==> src/hdl/msa_pkg.sv <==
// ----------------------------------------------------------------------------
// msa_pkg
// Shared types, codes and sizes for the message slot allocator.
// ----------------------------------------------------------------------------
package msa_pkg;

    localparam int SLOTS   = 32;
    localparam int SLOT_W  = (SLOTS > 1) ? $clog2(SLOTS) : 1;
    localparam int CNT_W   = $clog2(SLOTS + 1);
    localparam int ADDR_W  = 24;
    localparam int BYTES_W = 13;
    localparam int CMD_W   = 2;
    localparam int STAT_W  = 2;

    localparam logic [BYTES_W-1:0] SLOT_BYTES_RESET = BYTES_W'(160);
    localparam logic [ADDR_W-1:0]  START_RESET      = '0;

    // Command codes; the unused code behaves as a query.
    localparam logic [CMD_W-1:0] CMD_ALLOC   = 2'd0;
    localparam logic [CMD_W-1:0] CMD_RELEASE = 2'd1;
    localparam logic [CMD_W-1:0] CMD_QUERY   = 2'd2;

    localparam logic [STAT_W-1:0] STAT_DONE       = 2'd0;
    localparam logic [STAT_W-1:0] STAT_NO_FREE    = 2'd1;
    localparam logic [STAT_W-1:0] STAT_NOT_IN_USE = 2'd2;

    // Configuration register indexes (paddr bit 2).
    localparam logic REG_START_ADDRESS = 1'b0;
    localparam logic REG_SLOT_BYTES    = 1'b1;

    typedef struct packed {
        logic [CMD_W-1:0]  command;
        logic [ADDR_W-1:0] release_base;
    } in_item_t;

    typedef struct packed {
        logic [STAT_W-1:0] status;
        logic [ADDR_W-1:0] slot_base;
        logic [ADDR_W-1:0] oldest_base;
        logic [ADDR_W-1:0] newest_base;
        logic              free_available;
        logic              use_nonempty;
    } out_item_t;

    typedef enum logic [2:0] {
        ST_IDLE,
        ST_DISPATCH,
        ST_SEARCH,
        ST_RELINK,
        ST_BASE_SLOT,
        ST_BASE_OLD,
        ST_BASE_NEW,
        ST_PUBLISH
    } state_t;

    typedef enum logic [1:0] {
        BSEL_CUR,
        BSEL_HEAD,
        BSEL_TAIL
    } bsel_t;

    typedef struct packed {
        logic  capture;
        logic  alloc;
        logic  search_start;
        logic  search_step;
        logic  relink;
        bsel_t base_sel;
        logic  load_slot;
        logic  load_oldest;
        logic  load_newest;
        logic  publish;
    } ctrl_cmd_t;

    typedef struct packed {
        logic [CMD_W-1:0] command;
        logic             hit;
        logic             search_end;
        logic             out_busy;
    } dp_status_t;

endpackage

==> src/hdl/msa_ctrl.sv <==
// ----------------------------------------------------------------------------
// msa_ctrl
// Sequencer for the slot allocator: dispatch, list search, relink, report.
// ----------------------------------------------------------------------------
module msa_ctrl (
    input  logic                aclk,
    input  logic                aresetn,
    input  logic                s_valid,
    output logic                s_ready,
    input  msa_pkg::dp_status_t stat,
    output msa_pkg::ctrl_cmd_t  cmd
);

    msa_pkg::state_t state_reg, state_next;

    always_ff @(posedge aclk) begin
        if (!aresetn) begin
            state_reg <= msa_pkg::ST_IDLE;
        end else begin
            state_reg <= state_next;
        end
    end

    always_comb begin
        state_next = state_reg;
        unique case (state_reg)
            msa_pkg::ST_IDLE: begin
                if (s_valid) begin
                    state_next = msa_pkg::ST_DISPATCH;
                end
            end
            msa_pkg::ST_DISPATCH: begin
                if (stat.command == msa_pkg::CMD_RELEASE) begin
                    state_next = msa_pkg::ST_SEARCH;
                end else begin
                    state_next = msa_pkg::ST_BASE_SLOT;
                end
            end
            msa_pkg::ST_SEARCH: begin
                if (stat.search_end) begin
                    state_next = msa_pkg::ST_BASE_SLOT;
                end else if (stat.hit) begin
                    state_next = msa_pkg::ST_RELINK;
                end
            end
            msa_pkg::ST_RELINK:    state_next = msa_pkg::ST_BASE_SLOT;
            msa_pkg::ST_BASE_SLOT: state_next = msa_pkg::ST_BASE_OLD;
            msa_pkg::ST_BASE_OLD:  state_next = msa_pkg::ST_BASE_NEW;
            msa_pkg::ST_BASE_NEW:  state_next = msa_pkg::ST_PUBLISH;
            msa_pkg::ST_PUBLISH: begin
                if (!stat.out_busy) begin
                    state_next = msa_pkg::ST_IDLE;
                end
            end
            default: state_next = msa_pkg::ST_IDLE;
        endcase
    end

    always_comb begin
        cmd          = '0;
        cmd.base_sel = msa_pkg::BSEL_CUR;
        s_ready      = 1'b0;
        unique case (state_reg)
            msa_pkg::ST_IDLE: begin
                s_ready     = 1'b1;
                cmd.capture = s_valid;
            end
            msa_pkg::ST_DISPATCH: begin
                cmd.alloc        = (stat.command == msa_pkg::CMD_ALLOC);
                cmd.search_start = (stat.command == msa_pkg::CMD_RELEASE);
            end
            msa_pkg::ST_SEARCH:    cmd.search_step = 1'b1;
            msa_pkg::ST_RELINK:    cmd.relink = 1'b1;
            msa_pkg::ST_BASE_SLOT: cmd.load_slot = 1'b1;
            msa_pkg::ST_BASE_OLD: begin
                cmd.base_sel    = msa_pkg::BSEL_HEAD;
                cmd.load_oldest = 1'b1;
            end
            msa_pkg::ST_BASE_NEW: begin
                cmd.base_sel    = msa_pkg::BSEL_TAIL;
                cmd.load_newest = 1'b1;
            end
            msa_pkg::ST_PUBLISH:   cmd.publish = !stat.out_busy;
            default: cmd = '0;
        endcase
    end

endmodule

==> src/hdl/msa_dpath.sv <==
// ----------------------------------------------------------------------------
// msa_dpath
// Free FIFO, doubly linked in-use list, shared base address unit and the
// result register.
// ----------------------------------------------------------------------------
module msa_dpath (
    input  logic                               aclk,
    input  logic                               aresetn,
    input  msa_pkg::ctrl_cmd_t                 cmd,
    output msa_pkg::dp_status_t                stat,
    input  msa_pkg::in_item_t                  s_data,
    input  logic [msa_pkg::ADDR_W-1:0]         start_address,
    input  logic [msa_pkg::BYTES_W-1:0]        slot_bytes,
    output logic                               m_valid,
    input  logic                               m_ready,
    output msa_pkg::out_item_t                 m_data
);

    localparam int SW = msa_pkg::SLOT_W;
    localparam int CW = msa_pkg::CNT_W;
    localparam int AW = msa_pkg::ADDR_W;
    localparam int BW = msa_pkg::BYTES_W;

    logic [SW-1:0] free_queue_reg [msa_pkg::SLOTS];
    logic [SW-1:0] use_next_reg   [msa_pkg::SLOTS];
    logic [SW-1:0] use_prev_reg   [msa_pkg::SLOTS];
    logic [SW-1:0] free_head_reg;
    logic [CW-1:0] free_count_reg;
    logic [SW-1:0] use_head_reg;
    logic [SW-1:0] use_tail_reg;
    logic [CW-1:0] use_count_reg;

    logic [msa_pkg::CMD_W-1:0]  command_reg;
    logic [AW-1:0]              want_reg;
    logic [msa_pkg::STAT_W-1:0] status_reg;
    logic                       slot_ok_reg;
    logic [SW-1:0]              cur_reg;
    logic [CW-1:0]              n_reg;
    logic [AW-1:0]              slot_base_reg;
    logic [AW-1:0]              oldest_reg;
    logic [AW-1:0]              newest_reg;
    logic                       m_valid_reg;
    msa_pkg::out_item_t         m_data_reg;

    logic [SW-1:0]    base_idx;
    logic [SW+BW-1:0] prod;
    logic [AW-1:0]    base;
    logic [SW-1:0]    alloc_idx;
    logic [SW-1:0]    head_inc;
    logic [CW:0]      tail_sum;
    logic [SW-1:0]    free_tail;
    logic [SW-1:0]    nx;
    logic [SW-1:0]    pv;
    logic             is_head;
    logic             is_tail;
    logic             hit;
    logic             search_end;
    logic             out_busy;

    // One base unit, shared by the search compare and the three reports.
    always_comb begin
        case (cmd.base_sel)
            msa_pkg::BSEL_HEAD: base_idx = use_head_reg;
            msa_pkg::BSEL_TAIL: base_idx = use_tail_reg;
            default:            base_idx = cur_reg;
        endcase
        prod = {{BW{1'b0}}, base_idx} * {{SW{1'b0}}, slot_bytes};
        base = start_address + AW'(prod);
    end

    assign search_end = (n_reg == use_count_reg);
    assign hit        = !search_end && (base == want_reg);
    assign out_busy   = m_valid_reg && !m_ready;

    assign alloc_idx = free_queue_reg[free_head_reg];
    assign head_inc  = (free_head_reg == SW'(msa_pkg::SLOTS - 1)) ? '0 : free_head_reg + 1'b1;
    assign tail_sum  = (CW + 1)'(free_head_reg) + (CW + 1)'(free_count_reg);
    assign free_tail = (tail_sum >= (CW + 1)'(msa_pkg::SLOTS))
                     ? SW'(tail_sum - (CW + 1)'(msa_pkg::SLOTS)) : SW'(tail_sum);
    assign nx        = use_next_reg[cur_reg];
    assign pv        = use_prev_reg[cur_reg];
    assign is_head   = (cur_reg == use_head_reg);
    assign is_tail   = (cur_reg == use_tail_reg);

    always_ff @(posedge aclk) begin
        if (!aresetn) begin
            for (int i = 0; i < msa_pkg::SLOTS; i++) begin
                free_queue_reg[i] <= SW'(i);
            end
            free_head_reg  <= '0;
            free_count_reg <= CW'(msa_pkg::SLOTS);
            use_head_reg   <= '0;
            use_tail_reg   <= '0;
            use_count_reg  <= '0;
        end else begin
            if (cmd.alloc && (free_count_reg != '0)) begin
                free_head_reg            <= head_inc;
                free_count_reg           <= free_count_reg - 1'b1;
                use_next_reg[alloc_idx]  <= '0;
                use_prev_reg[alloc_idx]  <= use_tail_reg;
                if (use_count_reg == '0) begin
                    use_head_reg <= alloc_idx;
                end else begin
                    use_next_reg[use_tail_reg] <= alloc_idx;
                end
                use_tail_reg  <= alloc_idx;
                use_count_reg <= use_count_reg + 1'b1;
            end
            if (cmd.relink) begin
                if (is_head && is_tail) begin
                    use_head_reg <= '0;
                    use_tail_reg <= '0;
                end else if (is_head) begin
                    use_head_reg <= nx;
                end else if (is_tail) begin
                    use_tail_reg <= pv;
                end else begin
                    use_next_reg[pv] <= nx;
                    use_prev_reg[nx] <= pv;
                end
                use_count_reg             <= use_count_reg - 1'b1;
                free_queue_reg[free_tail] <= cur_reg;
                free_count_reg            <= free_count_reg + 1'b1;
            end
        end
    end

    // Per-item working registers.
    always_ff @(posedge aclk) begin
        if (cmd.capture) begin
            command_reg <= s_data.command;
            want_reg    <= s_data.release_base;
            status_reg  <= msa_pkg::STAT_DONE;
            slot_ok_reg <= 1'b0;
        end
        if (cmd.alloc) begin
            if (free_count_reg == '0) begin
                status_reg <= msa_pkg::STAT_NO_FREE;
            end else begin
                slot_ok_reg <= 1'b1;
                cur_reg     <= alloc_idx;
            end
        end
        if (cmd.search_start) begin
            cur_reg <= use_head_reg;
            n_reg   <= '0;
        end
        if (cmd.search_step) begin
            if (search_end) begin
                status_reg <= msa_pkg::STAT_NOT_IN_USE;
            end else if (hit) begin
                slot_ok_reg <= 1'b1;
            end else begin
                cur_reg <= use_next_reg[cur_reg];
                n_reg   <= n_reg + 1'b1;
            end
        end
        if (cmd.load_slot) begin
            slot_base_reg <= slot_ok_reg ? base : '0;
        end
        if (cmd.load_oldest) begin
            oldest_reg <= (use_count_reg != '0) ? base : '0;
        end
        if (cmd.load_newest) begin
            newest_reg <= (use_count_reg != '0) ? base : '0;
        end
        if (cmd.publish) begin
            m_data_reg.status         <= status_reg;
            m_data_reg.slot_base      <= slot_base_reg;
            m_data_reg.oldest_base    <= oldest_reg;
            m_data_reg.newest_base    <= newest_reg;
            m_data_reg.free_available <= (free_count_reg != '0);
            m_data_reg.use_nonempty   <= (use_count_reg != '0);
        end
    end

    always_ff @(posedge aclk) begin
        if (!aresetn) begin
            m_valid_reg <= 1'b0;
        end else if (cmd.publish) begin
            m_valid_reg <= 1'b1;
        end else if (m_ready) begin
            m_valid_reg <= 1'b0;
        end
    end

    assign stat.command    = command_reg;
    assign stat.hit        = hit;
    assign stat.search_end = search_end;
    assign stat.out_busy   = out_busy;
    assign m_valid         = m_valid_reg;
    assign m_data          = m_data_reg;

    // Every slot is on exactly one of the two lists.
    a_slot_conservation: assert property (@(posedge aclk) disable iff (!aresetn)
        ((CW + 1)'(free_count_reg) + (CW + 1)'(use_count_reg))
            == (CW + 1)'(msa_pkg::SLOTS))
    else $error("free and in-use counts do not add up to the pool size");

    a_no_overwrite: assert property (@(posedge aclk) disable iff (!aresetn)
        cmd.publish |-> !(m_valid_reg && !m_ready))
    else $error("result overwritten before its transfer");

    a_alloc_empty_holds: assert property (@(posedge aclk) disable iff (!aresetn)
        (cmd.alloc && (free_count_reg == '0)) |=> (free_count_reg == '0))
    else $error("allocate with no free slot changed the free list");

    a_search_bound: assert property (@(posedge aclk) disable iff (!aresetn)
        cmd.search_step |-> (n_reg <= use_count_reg))
    else $error("list search walked past the in-use count");

endmodule

==> src/hdl/message_slot_allocator.sv <==
// ----------------------------------------------------------------------------
// message_slot_allocator
// Hands out and takes back equal message slots of an external memory pool.
//
//   Port group   Direction  Handshake          Payload
//   s_*          in         s_valid/s_ready    msa_pkg::in_item_t
//   m_*          out        m_valid/m_ready    msa_pkg::out_item_t
//   p*           in/out     APB, pready high   start_address, slot_bytes
//
// An allocate or query steps through dispatch, the three base loads and
// publish. A release also walks the in-use list from its head (position 0)
// and relinks the slot on a hit; a miss walks all slots in use. The list
// walk examines one slot per cycle through the single base address unit.
// Reset puts every slot on the free list at once; no clearing pass.
// An item is taken only when the previous one is finished; a held result
// stalls the sequencer in its last step until the result is transferred.
// ----------------------------------------------------------------------------
module message_slot_allocator (
    input  logic               aclk,
    input  logic               aresetn,
    input  logic               s_valid,
    output logic               s_ready,
    input  msa_pkg::in_item_t  s_data,
    output logic               m_valid,
    input  logic               m_ready,
    output msa_pkg::out_item_t m_data,
    input  logic               psel,
    input  logic               penable,
    input  logic               pwrite,
    input  logic [2:0]         paddr,
    input  logic [31:0]        pwdata,
    output logic [31:0]        prdata,
    output logic               pready
);

    logic [msa_pkg::ADDR_W-1:0]  start_address_reg;
    logic [msa_pkg::BYTES_W-1:0] slot_bytes_reg;
    msa_pkg::ctrl_cmd_t          cmd;
    msa_pkg::dp_status_t         stat;
    logic                        cfg_write;

    assign pready    = 1'b1;
    assign cfg_write = psel && penable && pwrite && pready;

    always_ff @(posedge aclk) begin
        if (!aresetn) begin
            start_address_reg <= msa_pkg::START_RESET;
            slot_bytes_reg    <= msa_pkg::SLOT_BYTES_RESET;
        end else if (cfg_write) begin
            unique case (paddr[2])
                msa_pkg::REG_START_ADDRESS: start_address_reg <= pwdata[msa_pkg::ADDR_W-1:0];
                msa_pkg::REG_SLOT_BYTES:    slot_bytes_reg    <= pwdata[msa_pkg::BYTES_W-1:0];
                default: ;
            endcase
        end
    end

    always_comb begin
        unique case (paddr[2])
            msa_pkg::REG_START_ADDRESS: prdata = 32'(start_address_reg);
            msa_pkg::REG_SLOT_BYTES:    prdata = 32'(slot_bytes_reg);
            default:                    prdata = '0;
        endcase
    end

    msa_ctrl u_ctrl (
        .aclk    (aclk),
        .aresetn (aresetn),
        .s_valid (s_valid),
        .s_ready (s_ready),
        .stat    (stat),
        .cmd     (cmd)
    );

    msa_dpath u_dpath (
        .aclk          (aclk),
        .aresetn       (aresetn),
        .cmd           (cmd),
        .stat          (stat),
        .s_data        (s_data),
        .start_address (start_address_reg),
        .slot_bytes    (slot_bytes_reg),
        .m_valid       (m_valid),
        .m_ready       (m_ready),
        .m_data        (m_data)
    );

endmodule

==> config.mk <==
export PLATFORM = sky130hd
export DESIGN_NAME = message_slot_allocator
export DESIGN_NICKNAME = d
export VERILOG_FILES = /design/src/hdl/msa_pkg.sv /design/src/hdl/msa_ctrl.sv /design/src/hdl/msa_dpath.sv /design/src/hdl/message_slot_allocator.sv
export SDC_FILE = /design/constraint.sdc
export NUM_CORES = 1
export LEC_CHECK = 0
export CELL_PAD_IN_SITES_DETAIL_PLACEMENT = 1
export CELL_PAD_IN_SITES_GLOBAL_PLACEMENT = 1
export CORE_ASPECT_RATIO = 0.75
export CORE_MARGIN = 3
export CORE_UTILIZATION = 38
export CTS_CLUSTER_SIZE = 30
export DETAILED_ROUTE_END_ITERATION = 8
export DONT_BUFFER_PORTS = 1
export PLACE_DENSITY = 0.67
export SKIP_CTS_REPAIR_TIMING = 1
export SLEW_MARGIN = 20
export SYNTH_ARGS = -nofsm -noshare
export SYNTH_HDL_FRONTEND = slang
export SYNTH_SLANG_ARGS = --single-unit
==> constraint.sdc <==
create_clock -name aclk -period 13.2 [get_ports aclk]
set_input_delay 0.66 -clock aclk [delete_from_list [all_inputs] [get_ports aclk]]
set_output_delay 0.66 -clock aclk [all_outputs]
set_load 0.005 [all_outputs]
[After elaboration in Yosys (flattened, before gate mapping)]
Memory sizes are Yosys's and may differ from the RTL's. A register that Yosys moved wholly into a read port is not among the register bits.
Cells that the tools add are included.
Word-level totals
  logic and storage cells: 166
  memories kept: 3
  input bits: 68
  output and inout bits: 111
  memory bits (writable): 480
  flip-flop bits (word level): 256
Operators by class
  multipliers: 1
  equal/unequal tests: 18
  bitwise gates (word level): 1
  reduce and logical (&&, ||, !) cells: 23
  multiplexer cells: 86
  magnitude comparators: 1
  add/sub/neg operators: 9
Memory list
  u_dpath.free_queue_reg: depth 32, bits a word 5, read ports 1, clocked after Yosys merged registers in 1, write ports 32, RTL line msa_dpath.sv:24  | logic [SW-1:0] free_queue_reg [msa_pkg::SLOTS];
  u_dpath.use_next_reg: depth 32, bits a word 5, read ports 1, clocked after Yosys merged registers in 1, write ports 2, RTL line msa_dpath.sv:25  | logic [SW-1:0] use_next_reg [msa_pkg::SLOTS];
  u_dpath.use_prev_reg: depth 32, bits a word 5, read ports 1, clocked after Yosys merged registers in 1, write ports 1, RTL line msa_dpath.sv:26  | logic [SW-1:0] use_prev_reg [msa_pkg::SLOTS];
Operators by type and width (number)
  $mux W5: 26
  $pmux W32 S2: 1
  $mux W6: 8
  $mux W1: 36
  $add A24 B18 Y24: 1
  $eq A24 B24 Y1: 1
  $mux W24: 1
  $pmux W3 S8: 1
  $add A6 B1 Y6 const B: 3
  $mul A5 B13 Y18: 1
  $mux W3: 5
  $reduce_or A5 Y1: 3
  $eq A3 B3 Y1 const B: 4
  $logic_not A6 Y1: 2
  $mux W2: 6
  $reduce_bool A6 Y1: 2
  $sub A6 B1 Y6 const B: 2
  $eq A5 B5 Y1: 2
  $pmux W5 S2: 1
  $add A5 B6 Y7: 1
  $ge A7 B6 Y1 const B: 1
  $eq A3 B2 Y1 const B: 2
  $eq A6 B6 Y1: 1
  $logic_and A1 B1 Y1: 6
  other kinds (16): 22

[Longest topological paths before layout]
  depth in word-level cells: 11
  depth in mapped cells: 28
  gate-level depth less buffers: 25

[Hierarchy]
From an unflattened synthesis, not the netlist that was laid out.
Unflattened totals
  cells, all modules: 3248
  area, all modules: 37962.7 µm²
By module, submodules not included
  msa_dpath: instances 1, area an instance 35895.7 µm², cells each 3019, seq. area each 20579.7 µm²
  message_slot_allocator: instances 1, area an instance 1776.7 µm², cells each 189, seq. area each 740.7 µm²
  msa_ctrl: instances 1, area an instance 290.3 µm², cells each 40, seq. area each 60.1 µm²

[Worst setup path after synthesis]
Ideal clock, no wire load.
  path type: register to register
  start: register u_ctrl.state_reg[2]
  end: register u_dpath.cur_reg[0]
  data arrival time: 6.823 ns
  setup time: 0.142 ns
  clock period less this slack: 6.964 ns
  stages on the path, launching flop included: 24
  required time: 13.058 ns
  path buffers: 4
  slack: 6.236 ns
  path through: dfxtp_1 > clkbuf_1 > and2_1 > ha_1 > clkbuf_1 > a221oi_1 > a21oi_1 > clkbuf_1 > and2_1 > fa_1 > fa_1 > fa_1 > ha_1 > clkbuf_1 > a211oi_1 > o21bai_1 > and2_1 > nor3b_2 > mux2_2 > nor4_1 > nand4_1 > or3_4 > a21oi_4 > a221oi_1
On the way
  longest elaborated chain between the ends: 11
  elaborated cells between the ends (all ways): 19
  those cells by class: add/sub (1); mul (1); eq/ne (7); mux (9); reduce/logical (1)
Ends and longest elaborated chain
  start, declared: RTL line msa_ctrl.sv:14  | msa_pkg::state_t state_reg, state_next;
  start signal, assigned: RTL line msa_ctrl.sv:18  | state_reg <= msa_pkg::ST_IDLE;
  start signal, assigned: RTL line msa_ctrl.sv:20  | state_reg <= state_next;
  $eq A3 B3 Y1: RTL line msa_ctrl.sv:63  | unique case (state_reg)
  $pmux W2 S2: RTL line msa_ctrl.sv:63
  $eq A2 B2 Y1 or $eq A2 B1 Y1 (tied branches): RTL line msa_dpath.sv:62  | case (cmd.base_sel)
  $pmux W5 S2: RTL line msa_dpath.sv:62
  $mul A5 B13 Y18: RTL line msa_dpath.sv:67  | prod = {{BW{1'b0}}, base_idx} * {{SW{1'b0}}, slot_bytes};
  $add A24 B18 Y24: RTL line msa_dpath.sv:68  | base = start_address + AW'(prod);
  $eq A24 B24 Y1: RTL line msa_dpath.sv:72  | assign hit = !search_end && (base == want_reg);
  $logic_and A1 B1 Y1: RTL line msa_dpath.sv:72
  $mux W5: RTL line msa_dpath.sv:151  | end else if (hit) begin
  $mux W5: RTL line msa_dpath.sv:149  | if (search_end) begin
  $mux W5 (*): RTL line msa_dpath.sv:148  | if (cmd.search_step) begin
  end signal, assigned: RTL line msa_dpath.sv:141  | cur_reg <= alloc_idx;
  end signal, assigned: RTL line msa_dpath.sv:145  | cur_reg <= use_head_reg;
  end signal, assigned: RTL line msa_dpath.sv:154  | cur_reg <= use_next_reg[cur_reg];
  end, declared: RTL line msa_dpath.sv:37  | logic [SW-1:0] cur_reg;
Every way passes the cells marked *; elsewhere a longest branch is shown, timed or not.
A chain may end at the register's enable or synchronous reset.

[Final worst setup path]
  start: register u_ctrl.state_reg[2]
  end: register u_dpath.cur_reg[1]
The elaborated chain is that of the path after synthesis.

==> key figures <==
Logic synthesis
  • Cell area after synthesis: 34700 sq um
  • Synth Flop Type: edfxtp_1
  • Sequential fraction of the synthesis area: 0.616
  • Post-synthesis cell type count: 72
  • Most common cell in the netlist: edfxtp_1
  • Ys Warns: 0
  • Synth Instances: 2579
  • Synth Area per Inst: 13.5 sq um
  • Synth area leaders: edfxtp_1 57%, mux4_2 9.7%, dfxtp_1 5.0%
  • Post-synth ARST share: 0
  • Largest area contributor in the netlist: edfxtp_1
  • Post-synth top area share: 0.566
  • Post-synth EDFFs: 654
  • Top post-synthesis cells by count: 654 x edfxtp_1, 301 x nand2_1, 254 x o21ai_0
  • FF+latch count, synth: 741

Floorplan
  • Die area: 95000 sq um
  • Core Area: 90000 sq um
  • Initial Util: 0.386
  • Die W: 355 um
  • IO Pins: 179
  • Die height: 268 um
  • Rows: 95

Placement
  • Pre-CTS setup slack: 5480 ps
  • Detailed placer's ending HPWL: 63700 um
  • Routability cong.: 0.876
  • # port buffers: 0
  • Placed cell count: 3648

CTS
  • CTS buffer count: 72
  • CTS root buf: clkbuf_16
  • Clock Latency Late Sink: 630 ps
  • Clock Pin Slew Worst Setup and Hold Paths: 70 ps
  • Clk sinks: 741
  • Bufs on Longest Clock Path: 3
  • TritonCTS clock tree: done
  • Htree depth: 3

Power and ir drop
  • VDD IR max: 0.107 mV
  • Reg power frac: 0.445
  • Power per cell area: 160 nW/um^2
  • Logic pwr share: 0.218
  • Int Pwr: 0.00426 W
  • Clock power share: 0.337
  • Pleak: 12.0 nW
  • Net Sw Frac: 0.300
  • NetSw: 0.00183 W

Setup path
  • CP max stage delay: 620 ps
  • End of the worst register-to-register path: u_dpath.cur_reg[1]
  • Critical path arrival: 8170 ps
  • Crit path launch type: flip-flop
  • Crit path kind: reg2reg
  • Most used cell along the critical path: inv_1
  • Req. time, crit path: 13710 ps
  • RR Startpoint: u_ctrl.state_reg[2]
  • Reg2reg setup slack: 5540 ps
  • Slowest-stage cell, CP: dfxtp_1
  • Worst r2r path cells: 26
  • CP endpoint kind: flip-flop
  • CP Max Fanout: 25

Min path
  • Min-delay src: s_data[12]
  • Hold Path Sink: u_dpath.want_reg[12]
  • Cells on Worst Hold Path: 0
  • Hold WC Path Type: in2reg

Timing
  • Clock Skews: 13.9 ps
  • Relative slew slack: 0.270
  • Hold Vio Cnt, Final: 0
  • Final setup violation count: 0
  • Period utilization: 0.581
  • Fmax: 130 MHz
  • Pins over their slew limit: 0
  • Final worst slack: 5540 ps
  • Fin Setup TNS: 0 ps
  • RSZ-0062 raised after global routing: false
  • Min cycle time layout: 7660 ps
  • Worst Tran Pin Value: 1090 ps

Routing
  • Total wire length: 93700 um
  • Antenna-violating nets left: 0
  • Drt via density: 5.67
  • DR vias: 21400
  • 1st-iter DRT viols: 2005
  • Wire per inst: 24.8 um
  • DR DRC count: 0
  • DR pass1 iterations: 5

Flow run
  • Max_cap viols: 0

GRT
  • Global-route wire length before repair: 141000 um
  • Number of global-route vias before repair: 22200
  • Final global-route overflow total: 0
  • Largest net degree at the start of global routing: 107
  • Antenna violations before repair: 9
  • Gr usage total: 0.196

Finish
  • Area of the multi-input gates: 12400 sq um
  • Register area: 21400 sq um
  • Area growth syn-to-layout: 9.89%
  • Layout Nets: 2676
  • Layout cells sized above 1: 0.132
  • Filler instances: 9192
  • Cell Count, Final, Fillers Out: 3783

Status
  • Run status: complete, no violations
power by group through the flow:
stage,sequential (W),combinational (W),clock [W]
2_1_floorplan,0.00266,0.00100,0
3_3_place_gp,0.00276,0.00131,0
3_5_place_dp,0.00276,0.00133,0
4_1_cts,0.00271,0.00134,0.00209
5_1_grt,0.00272,0.00145,0.00219
6_report,0.00271,0.00133,0.00205
layout by cell type, fill, tap and decap left out, drive strengths merged, types with 5 or more instances in the layout:
cell | synthesis | layout
a211oi | 8 | 8
a21boi | 40 | 40
a21o | 14 | 14
a21oi | 54 | 54
a221oi | 8 | 8
and2 | 73 | 73
and3 | 6 | 6
buf | 39 | 32
bufinv | 0 | 5
clkbuf | 143 | 88
clkinv | 0 | 28
conb | 2 | 9
dfxtp | 87 | 87
diode | 0 | 8
edfxtp | 654 | 654
fa | 52 | 52
ha | 46 | 46
inv | 70 | 73
mux2 | 10 | 10
mux2i | 24 | 24
mux4 | 150 | 150
nand2 | 301 | 301
nand2b | 9 | 9
nand3 | 40 | 40
nand4 | 12 | 12
nor2 | 177 | 177
nor2b | 53 | 53
nor3 | 66 | 66
nor3b | 6 | 6
nor4 | 5 | 5
o211ai | 7 | 7
o21a | 5 | 5
o21ai | 256 | 256
o22ai | 12 | 12
or2 | 13 | 13
or3 | 21 | 21
xnor2 | 42 | 42
xor2 | 30 | 30
logic make-up after synthesis:
| family | share of synthesized area |
|---|---|
| and+or+nand+nor | 0.107 |
| DFF | 0.616 |
| AOI/OAI and AO/OA | 0.0729 |
| buffers and inverters | 0.0295 |
| muxes | 0.108 |
| adders and majority gates | 0.0466 |
| xor gates and xnor gates | 0.0202 |
| other | 0.000216 |
worst max-delay path: cells and delay by family, from the launching register on:
family,cells,cell delay (ps)
xor+xnor,2,720
fa+ha+maj,5,2300
simple gates,6,1410
flops,1,620
buf+inv,6,840
compound gates,7,1650
worst max-delay path by stage:
stage | depth (start not counted) | to | slack (ps) | from
4_1_cts | 26 | u_dpath.cur_reg[1] | 5470 | u_ctrl.state_reg[2]
2_1_floorplan | 23 | u_dpath.cur_reg[0] | 6240 | u_ctrl.state_reg[2]
3_3_place_gp | 24 | u_dpath.cur_reg[3] | 5340 | u_ctrl.state_reg[0]
5_1_grt | 26 | u_dpath.cur_reg[1] | 4930 | u_ctrl.state_reg[2]
6_report | 26 | u_dpath.cur_reg[1] | 5540 | u_ctrl.state_reg[2]
3_5_place_dp | 26 | u_dpath.cur_reg[1] | 5480 | u_ctrl.state_reg[2]
routing by layer:
metal / vias up / share of wire / track usage / routed length, um
li1: 9389 / - / - / -
met1: 11100 / 0.46 / 0.287 / 42700
met2: 782 / 0.45 / 0.298 / 41900
met3: 145 / 0.074 / 0.0398 / 6920
met4: 4 / 0.024 / 0.0518 / 2210
met5: - / 0.00029 / 0 / 27
metrics by stage:
step / instance area, sq um / hold slack (ps) / utilization / total power [W]
after floorplan: 34700 / 400 / - / 0.00366
after global placement: 35800 / 402 / 0.398 / 0.00407
after detailed placement: 35800 / 406 / 0.398 / 0.00409
after CTS: 38100 / 87.9 / 0.423 / 0.00614
after global routing: 38100 / 92.8 / 0.424 / 0.00636
final: 38100 / 124 / 0.424 / 0.00609
final cells by class:
class | count | area share
clock buffers | 88 | 0.0508
multi-input cells | 1593 | 0.326
inverters | 70 | 0.00689
diodes | 8 | 0.000525
repair buffers | 32 | 0.00630
flip-flops and latches | 741 | 0.561
clock inverters | 39 | 0.00899
well taps | 1212 | 0.0398
No activity file was read; power rests on OpenSTA's default activity.
